### config.mk
export PLATFORM = sky130hd
export DESIGN_NAME = quadrature_knob_pwm_dimmer
export DESIGN_NICKNAME = d
export VERILOG_FILES = /design/src/hw/rtl/qkpd_pkg.sv /design/src/hw/rtl/qkpd_core.sv /design/src/hw/rtl/quadrature_knob_pwm_dimmer.sv
export SDC_FILE = /design/constraint.sdc
export NUM_CORES = 1
export LEC_CHECK = 0
export BUFFER_PORTS_ARGS = -buffer_cell sky130_fd_sc_hd__buf_2
export CAP_MARGIN = 10
export CORE_UTILIZATION = 45
export DETAILED_ROUTE_END_ITERATION = 12
export PLACE_DENSITY = 0.7
export SKIP_LAST_GASP = 1
export SYNTH_ARGS = -nofsm -noshare
export SYNTH_HDL_FRONTEND = slang
export SYNTH_SLANG_ARGS = --single-unit
### constraint.sdc
create_clock -name clk_i -period 4.2 [get_ports clk_i]
set_input_delay 0 -clock clk_i [delete_from_list [all_inputs] [get_ports clk_i]]
set_output_delay 0 -clock clk_i [all_outputs]
set_load 0.01 [all_outputs]
### src/hw/rtl/qkpd_pkg.sv
// Shared types and constants for the quadrature knob PWM dimmer.
`timescale 1ns / 1ps

package qkpd_pkg;

  localparam int unsigned RegW     = 8;
  localparam int unsigned CfgIdxW  = 2;
  localparam int unsigned InDataW  = 8;
  localparam int unsigned OutDataW = 16;

  typedef enum logic [CfgIdxW-1:0] {
    REG_DUTY_MIN   = 2'd0,
    REG_DUTY_MAX   = 2'd1,
    REG_PERIOD_TOP = 2'd2
  } qkpd_reg_e;

  localparam logic [RegW-1:0] DutyMinRst   = 8'd5;
  localparam logic [RegW-1:0] DutyMaxRst   = 8'd25;
  localparam logic [RegW-1:0] PeriodTopRst = 8'd25;
  localparam logic [RegW-1:0] DutyRst      = 8'd10;

  localparam logic signed [1:0] DirNone = 2'sd0;
  localparam logic signed [1:0] DirUp   = 2'sd1;
  localparam logic signed [1:0] DirDown = -2'sd1;

  localparam logic ReqSample = 1'b0;
  localparam logic ReqTick   = 1'b1;

  typedef struct packed {
    logic [RegW-1:0] duty_min;
    logic [RegW-1:0] duty_max;
    logic [RegW-1:0] period_top;
  } qkpd_cfg_t;

  typedef struct packed {
    logic signed [1:0] step_dir;
    logic [RegW-1:0]   duty_now;
    logic              pwm_out;
  } qkpd_result_t;

endpackage

### src/hw/rtl/qkpd_core.sv
// Encoder decode, duty and PWM phase state with combinational next-state logic.
`timescale 1ns / 1ps

module qkpd_core (
  input  logic                  clk_i,
  input  logic                  rst_ni,
  input  logic                  en_i,
  input  logic                  req_type_i,
  input  logic                  enc_a_i,
  input  logic                  enc_b_i,
  input  qkpd_pkg::qkpd_cfg_t   cfg_i,
  output qkpd_pkg::qkpd_result_t res_o
);
  import qkpd_pkg::*;

  logic            a_prev_q, a_prev_d;
  logic            b_prev_q, b_prev_d;
  logic            primed_q, primed_d;
  logic [RegW-1:0] duty_q, duty_d;
  logic [RegW-1:0] phase_q, phase_d;
  logic            level_q, level_d;
  logic signed [1:0] dir;

  always_comb begin
    a_prev_d = a_prev_q;
    b_prev_d = b_prev_q;
    primed_d = primed_q;
    duty_d   = duty_q;
    phase_d  = phase_q;
    level_d  = level_q;
    dir      = DirNone;
    if (req_type_i == ReqTick) begin
      phase_d = (phase_q < cfg_i.period_top) ? phase_q + 8'd1 : '0;
      level_d = (phase_d < duty_q);
    end else if (!primed_q) begin
      a_prev_d = enc_a_i;
      b_prev_d = enc_b_i;
      primed_d = 1'b1;
    end else if (enc_a_i != a_prev_q) begin
      a_prev_d = enc_a_i;
      b_prev_d = enc_b_i;
      if (enc_a_i != b_prev_q) begin
        dir = DirUp;
        if (duty_q < cfg_i.duty_max) duty_d = duty_q + 8'd1;
      end else begin
        dir = DirDown;
        if (duty_q > cfg_i.duty_min) duty_d = duty_q - 8'd1;
      end
    end
  end

  assign res_o.step_dir = dir;
  assign res_o.duty_now = duty_d;
  assign res_o.pwm_out  = level_d;

  always_ff @(posedge clk_i or negedge rst_ni) begin
    if (!rst_ni) begin
      a_prev_q <= 1'b0;
      b_prev_q <= 1'b0;
      primed_q <= 1'b0;
      duty_q   <= DutyRst;
      phase_q  <= '0;
      level_q  <= 1'b0;
    end else if (en_i) begin
      a_prev_q <= a_prev_d;
      b_prev_q <= b_prev_d;
      primed_q <= primed_d;
      duty_q   <= duty_d;
      phase_q  <= phase_d;
      level_q  <= level_d;
    end
  end

endmodule

### src/hw/rtl/quadrature_knob_pwm_dimmer.sv
// Top level: quadrature knob PWM dimmer with stream ports and config writes.
// Datapath: an accepted transaction is held in the input register, and its result
// goes through the result register to the master side. Throughput: one transaction
// per cycle unless the master side stalls; the state update is one pass of logic.
// Reset: all control state, config registers (5/25/25) and duty (10) are set.
`timescale 1ns / 1ps

module quadrature_knob_pwm_dimmer (
  input  logic                          clk_i,
  input  logic                          rst_ni,
  input  logic                          s_axis_tvalid,
  output logic                          s_axis_tready,
  input  logic [qkpd_pkg::InDataW-1:0]  s_axis_tdata,  // [0] enc_a, [1] enc_b
  input  logic                          s_axis_tuser,  // [0] req_type
  output logic                          m_axis_tvalid,
  input  logic                          m_axis_tready,
  output logic [qkpd_pkg::OutDataW-1:0] m_axis_tdata,  // [0] pwm_out, [8:1] duty_now,
                                                       // [10:9] step_dir
  input  logic                          cfg_we_i,
  input  logic [qkpd_pkg::CfgIdxW-1:0]  cfg_idx_i,
  input  logic [qkpd_pkg::RegW-1:0]     cfg_data_i
);
  import qkpd_pkg::*;

  qkpd_cfg_t    cfg_q;
  logic         in_vld_q;
  logic         req_type_q, enc_a_q, enc_b_q;
  logic         out_vld_q;
  qkpd_result_t res, res_q;
  logic         out_free, advance;

  assign out_free      = !out_vld_q || m_axis_tready;
  assign advance       = in_vld_q && out_free;
  assign s_axis_tready = !in_vld_q || out_free;

  always_ff @(posedge clk_i or negedge rst_ni) begin
    if (!rst_ni) begin
      cfg_q.duty_min   <= DutyMinRst;
      cfg_q.duty_max   <= DutyMaxRst;
      cfg_q.period_top <= PeriodTopRst;
    end else if (cfg_we_i) begin
      unique case (cfg_idx_i)
        REG_DUTY_MIN:   cfg_q.duty_min   <= cfg_data_i;
        REG_DUTY_MAX:   cfg_q.duty_max   <= cfg_data_i;
        REG_PERIOD_TOP: cfg_q.period_top <= cfg_data_i;
        default: ;
      endcase
    end
  end

  always_ff @(posedge clk_i or negedge rst_ni) begin
    if (!rst_ni) begin
      in_vld_q  <= 1'b0;
      out_vld_q <= 1'b0;
    end else begin
      if (s_axis_tready) in_vld_q <= s_axis_tvalid;
      if (out_free) out_vld_q <= in_vld_q;
    end
  end

  always_ff @(posedge clk_i) begin
    if (s_axis_tvalid && s_axis_tready) begin
      req_type_q <= s_axis_tuser;
      enc_a_q    <= s_axis_tdata[0];
      enc_b_q    <= s_axis_tdata[1];
    end
    if (advance) res_q <= res;
  end

  qkpd_core u_core (
    .clk_i      (clk_i),
    .rst_ni     (rst_ni),
    .en_i       (advance),
    .req_type_i (req_type_q),
    .enc_a_i    (enc_a_q),
    .enc_b_i    (enc_b_q),
    .cfg_i      (cfg_q),
    .res_o      (res)
  );

  assign m_axis_tvalid = out_vld_q;
  assign m_axis_tdata  = {5'b0, res_q.step_dir, res_q.duty_now, res_q.pwm_out};

endmodule
Yosys cells after proc, flatten, opt, wreduce, memory -nomap -nowiden --
Index checks and enable logic that the tools add are counted.
Operators by class: eq/ne operators 5, $lt $le $gt $ge 4, muxes and demuxes 13, reduce and logical (&&, ||, !) cells 14, bitwise gates (word level) 3, add/subtract/negate cells 3
Operator list (count):
- $mux 8 | 7
- $lt 8x8->1 | 3
- $add 8x1->8 const B | 2
- $reduce_and 2->1 | 5
- $gt 8x8->1 | 1
- $sub 8x1->8 const B | 1
- $mux 1 | 5
- $not 1->1 | 3
- $reduce_and 3->1 | 1
- $reduce_or 3->1 | 1
- $eq 2x1->1 const B | 1
- $eq 2x2->1 const B | 1
- $logic_and 1x1->1 | 2
- $logic_not 1->1 | 2
- $logic_not 2->1 | 1
- $logic_or 1x1->1 | 2
- $mux 2 | 1
- $ne 1x1->1 | 2
- $ne 2x2->1 const B | 1
Word-level totals: logic and storage cells 59, register bits after elaboration 60, output and inout port bits 18

Logic depth before layout (Yosys ltp) --
depth in word-level cells 6, mapped depth 14, depth with buffers taken out 13

Modules after synthesis --
From an unflattened synthesis, not the netlist that was laid out.
Unflattened totals: cell total of the unflattened synthesis 337, area, all modules 3687.3 µm²
By module, submodules not included:
- qkpd_core | seq. area each 503.0 µm², instances 1, cells each 258, area an instance 2214.6 µm²
- quadrature_knob_pwm_dimmer | seq. area each 1081.0 µm², instances 1, cells each 79, area an instance 1472.7 µm²

Worst setup path before layout --
Ideal clock, no wire load.
path type register to register, from register cfg_q[3] (netlist bit), to register res_q, in the netlist m_axis_tdata[0] (data pin), data arrival time 2784 ps, path buffers 1, required time 4071 ps, cell stages (with the launch flop) 14, path slack 1287 ps, cells stage by stage dfstp_2 inv_1 ha_1 o21a_1 nor2_1 o31ai_1 clkbuf_1 a21oi_1 ha_1 a21o_1 a211oi_1 nand3_1 o21ai_0 a21o_1
RTL lines:
- start: declaration | line quadrature_knob_pwm_dimmer.sv:25 | qkpd_cfg_t cfg_q;
- end signal: assignment | line quadrature_knob_pwm_dimmer.sv:67 | if (advance) res_q <= res;
- end: declaration | line quadrature_knob_pwm_dimmer.sv:29 | qkpd_result_t res, res_q;

Final worst setup path --
from register cfg_q[4] (netlist bit), to register u_core.level_q
Between the ends: longest elaborated chain between the ends 4
RTL lines:
- $lt 8x8->1 | line qkpd_core.sv:33 | phase_d = (phase_q < cfg_i.period_top) ? phase_q + 8'd1 : '0;
- $mux 8 | line qkpd_core.sv:33
- $lt 8x8->1 | line qkpd_core.sv:34 | level_d = (phase_d < duty_q);
- $mux 1 | line qkpd_core.sv:32 | if (req_type_i == ReqTick) begin
- end signal: assignment | line qkpd_core.sv:70 | level_q <= level_d;
- end: declaration | line qkpd_core.sv:21 | logic level_q, level_d;
Every way passes these cells. A chain may end at the register's enable or synchronous reset.

==> impl_metrics.csv <==
group,metric,value,unit
sta,rsz0062_at_grt,"false",
die,die_area,0.008327,sq mm
sta,finClkSkew,0.007596,ns
pwr,vdd_drop_max,0.2146,mV
global_route,grt_start_max_net_pins,47,
worst_setup_path,crit_arrival,3.33,ns
global_route,antenna_found_initial,0,
logic_synthesis,netlist_area,0.003585,sq mm
logic_synthesis,syn-mean-instance-area,10.13,sq um
clock_tree,cts_root_buf,"clkbuf_8",
final_layout,design_area,0.004215,sq mm
logic_synthesis,postSynthCellCount,354,
logic_synthesis,synth_ff_type,"dfrtp_1",
die,die_w,91.25,microns
sta,hold_viol,0,
worst_setup_path,cp-end-kind,"register",
status,outcome,"finished clean",
clock_tree,htree_levels,3,
final_layout,n_antenna_cell,0,
pwr,p_leak,1.833,nW
die,die_h,91.25,microns
die,core_area,0.007727,sq mm
logic_synthesis,synth_seq_cells,60,
logic_synthesis,ys_types,49,
logic_synthesis,synth-edff-count,14,
sta,period_minus_slack,3.048,ns
logic_synthesis,ys_warn_count,0,
worst_setup_path,crit_path_start_kind,"register",
worst_setup_path,crit_family,"compound AO/OA/AOI/OAI gates",
sta,worst_slew_pin_slew,1.058,ns
global_route,grt_pass1_vias,2823,
placement,dp_hpwl,5446,microns
worst_setup_path,critical_path_class,"register to register",
clock_tree,clock_sinks,60,
die,start_util,46.39,%
final_layout,final_nets,463,
detailed_routing,via_per_inst,5.475,
logic_synthesis,async_reset_ff_share,76.67,%
worst_hold_path,min_path_type,"primary input to register",
logic_synthesis,seq_area_frac_synth,44.19,%
clock_tree,cts_tree,"done",
worst_setup_path,cp_num_buf_inv,2,
clock_tree,path_clk_slew,0.07,ns
logic_synthesis,synth.top_cell.area_share,25.13,%
sta,maxSlewHeadroom,29.49,%
detailed_routing,dr_total_vias,2814,
clock_tree,numCtsBuffers,9,
worst_setup_path,cp.required,4.48,ns
detailed_routing,ant_nets,0,
worst_setup_path,cp_max_fo,14,
detailed_routing,post-route-drc-count,0,
logic_synthesis,ys_top_cells_by_count,"dfrtp_1 (36), inv_1 (35), ha_1 (32), o21ai_0 (30)",
sta,setup_viol,0,
global_route,grt_pass1_wl,13120,microns
final_layout,multi_input_area,0.001831,sq mm
logic_synthesis,synth.most_common_cell,"dfrtp_1",
logic_synthesis,yosysTopAreaCell,"dfrtp_1",
die,fp-row-count,32,
final_layout,seq_area,0.001584,sq mm
clock_tree,clock_path_buffers,2,
sta,fmaxAchievable,328.1,MHz
placement,placed_area,0.003839,sq mm
global_route,track_usage,20.26,%
run,maxCapViolCount,0,
pwr,powerDensity,546.0,mW/mm^2
worst_setup_path,cp_cell_sequence,"inv_1 -> ha_1 -> a41o_1 -> a21oi_1 -> o31ai_1 -> buf_4 -> a21oi_1 -> ha_1 -> a21o_1 -> a211oi_1 -> nand3_1 -> o21ai_0 -> a22o_1",
die,io-pin-count,42,
final_layout,drive_gt1_share,19.90,%
sta,fin_setup_tns,0,ns
sta,finalCritPeriodShare,72.57,%
sta,slew_violations,0,
placement,io_buffers,30,
placement,place_congestion,0.8655,
worst_setup_path,slowest_delay,0.53,ns
detailed_routing,drt-wirelength-per-cell,14.64,microns
logic_synthesis,synth_area_leaders,"dfrtp_1 (25%), edfxtp_1 (12%), ha_1 (11%)",
detailed_routing,drt-total-wl,7526,microns
final_layout,fill_cells,682,
worst_setup_path,cp_slowest_cell,"dfstp_2",
detailed_routing,firstDrtPassIters,4,
global_route,grt_overflow,0,
final_layout,area_delta_synth_final,17.59,%
detailed_routing,drt_iter0_drc,120,
clock_tree,clkLatencyLatePin,0.35,ns
==> cell type report <==
class	count	area share (%)
Clock buffer	12	3.710
Clock inverter	4	1.662
Inverter	35	3.117
Multi-Input combinational cell	254	43.43
Sequential cell	60	37.58
Tap cell	102	3.028
Timing Repair Buffer	47	7.480
==> tightest hold or removal path: stages <==
cell and delay [ns]:
buf_2 0.10, nor3b_1 0.05, buf_4 0.17, nand2_1 0.07
o21ai_0 0.07
==> stage by stage <==
stage | total power [W] | util, % | worst slack [ns] | cells | hold WS (ns)
after global placement | 0.001657 | 49.68 | 1.367 | 483 | 0.1778
after floorplan | 0.001468 | - | 1.287 | 358 | -0.2956
after global routing | 0.002475 | 54.55 | 0.8974 | 514 | 0.1692
after detailed placement | 0.001695 | 49.68 | 1.187 | 483 | 0.1797
after CTS | 0.002313 | 54.55 | 1.189 | 514 | 0.1099
final | 0.002302 | 54.55 | 1.152 | 514 | 0.1171
==> metal layers <==
layer  track usage (%)  vias to the layer above  part of all wire, %
li1                  -                     1369                    -
met5                 0                        -                    0
met2             33.96                       69                   47
met4             9.921                        0                  2.9
met1             25.20                     1359                   46
met3             3.518                       17                  3.8
==> state kept, by name, summed over array words and instances (netlist names) <==
register	flops
m_axis_tdata	11
m_axis_tvalid	1
u_core.duty_q	8
enc_b_q	1
u_core.phase_q	8
u_core.a_prev_q	1
u_core.level_q	1
cfg_q	24
u_core.primed_q	1
u_core.b_prev_q	1
req_type_q	1
in_vld_q	1
enc_a_q	1
==> worst paths after layout <==
kind,from,endpoint,slack [ns],cells past startpoint
min,cfg_idx_i[0],cfg_q[18],0.12,5
min reg2reg,enc_b_q,u_core.b_prev_q,0.49,1
min in group asynchronous,rst_ni,u_core.b_prev_q,0.38,2
max in group asynchronous,rst_ni,cfg_q[20],3.16,2
max,cfg_q[4],u_core.level_q,1.15,13
max reg2reg,cfg_q[4],u_core.level_q,1.15,13
==> cell families (layout without fill, tap and decap cells) <==
logic type | count (synthesis) | after routing | share of synthesized area, %
multiplexers | 20 | 20 | 6.283
XOR/XNOR | 20 | 20 | 4.887
flip-flops | 60 | 60 | 44.19
buffers and inverters | 44 | 98 | 5.166
AO/OA/AOI/OAI | 82 | 82 | 14.69
adder cells (fa/ha/maj) | 32 | 32 | 11.17
AND/OR/NAND/NOR | 95 | 95 | 13.51
other | 1 | 5 | 0.1046
==> placed cells by master, fill, tap and decap left out, types with 9 or more instances in the layout <==
| master | count |
|---|---|
| a21oi_1 | 15 |
| o21ai_0 | 30 |
| nand2_1 | 20 |
| inv_1 | 35 |
| buf_2 | 30 |
| nor2_1 | 19 |
| edfxtp_1 | 14 |
| mux2_2 | 20 |
| dlygate4sd3_1 | 15 |
| ha_1 | 32 |
| dfstp_2 | 10 |
| xnor2_1 | 17 |
| nand3_1 | 12 |
| nand2b_1 | 13 |
| clkbuf_8 | 9 |
| dfrtp_1 | 36 |
==> report_power, final <==
part | switching [W] | total, W | internal (W)
logic | 0.000455 | 0.000812 | 0.000357
registers | 0.000140 | 0.000892 | 0.000752
clock network | 0.000229 | 0.000598 | 0.000369
total | 0.000824 | 0.00230 | 0.00148
==> repair_timing <==
action	4_1_cts	5_1_grt
hold buffers	15	0
hold endpoints to repair	65	0
setup buffers	0	0
gates resized for setup	0	0
Note: power is estimated with default switching activity, not from simulation.
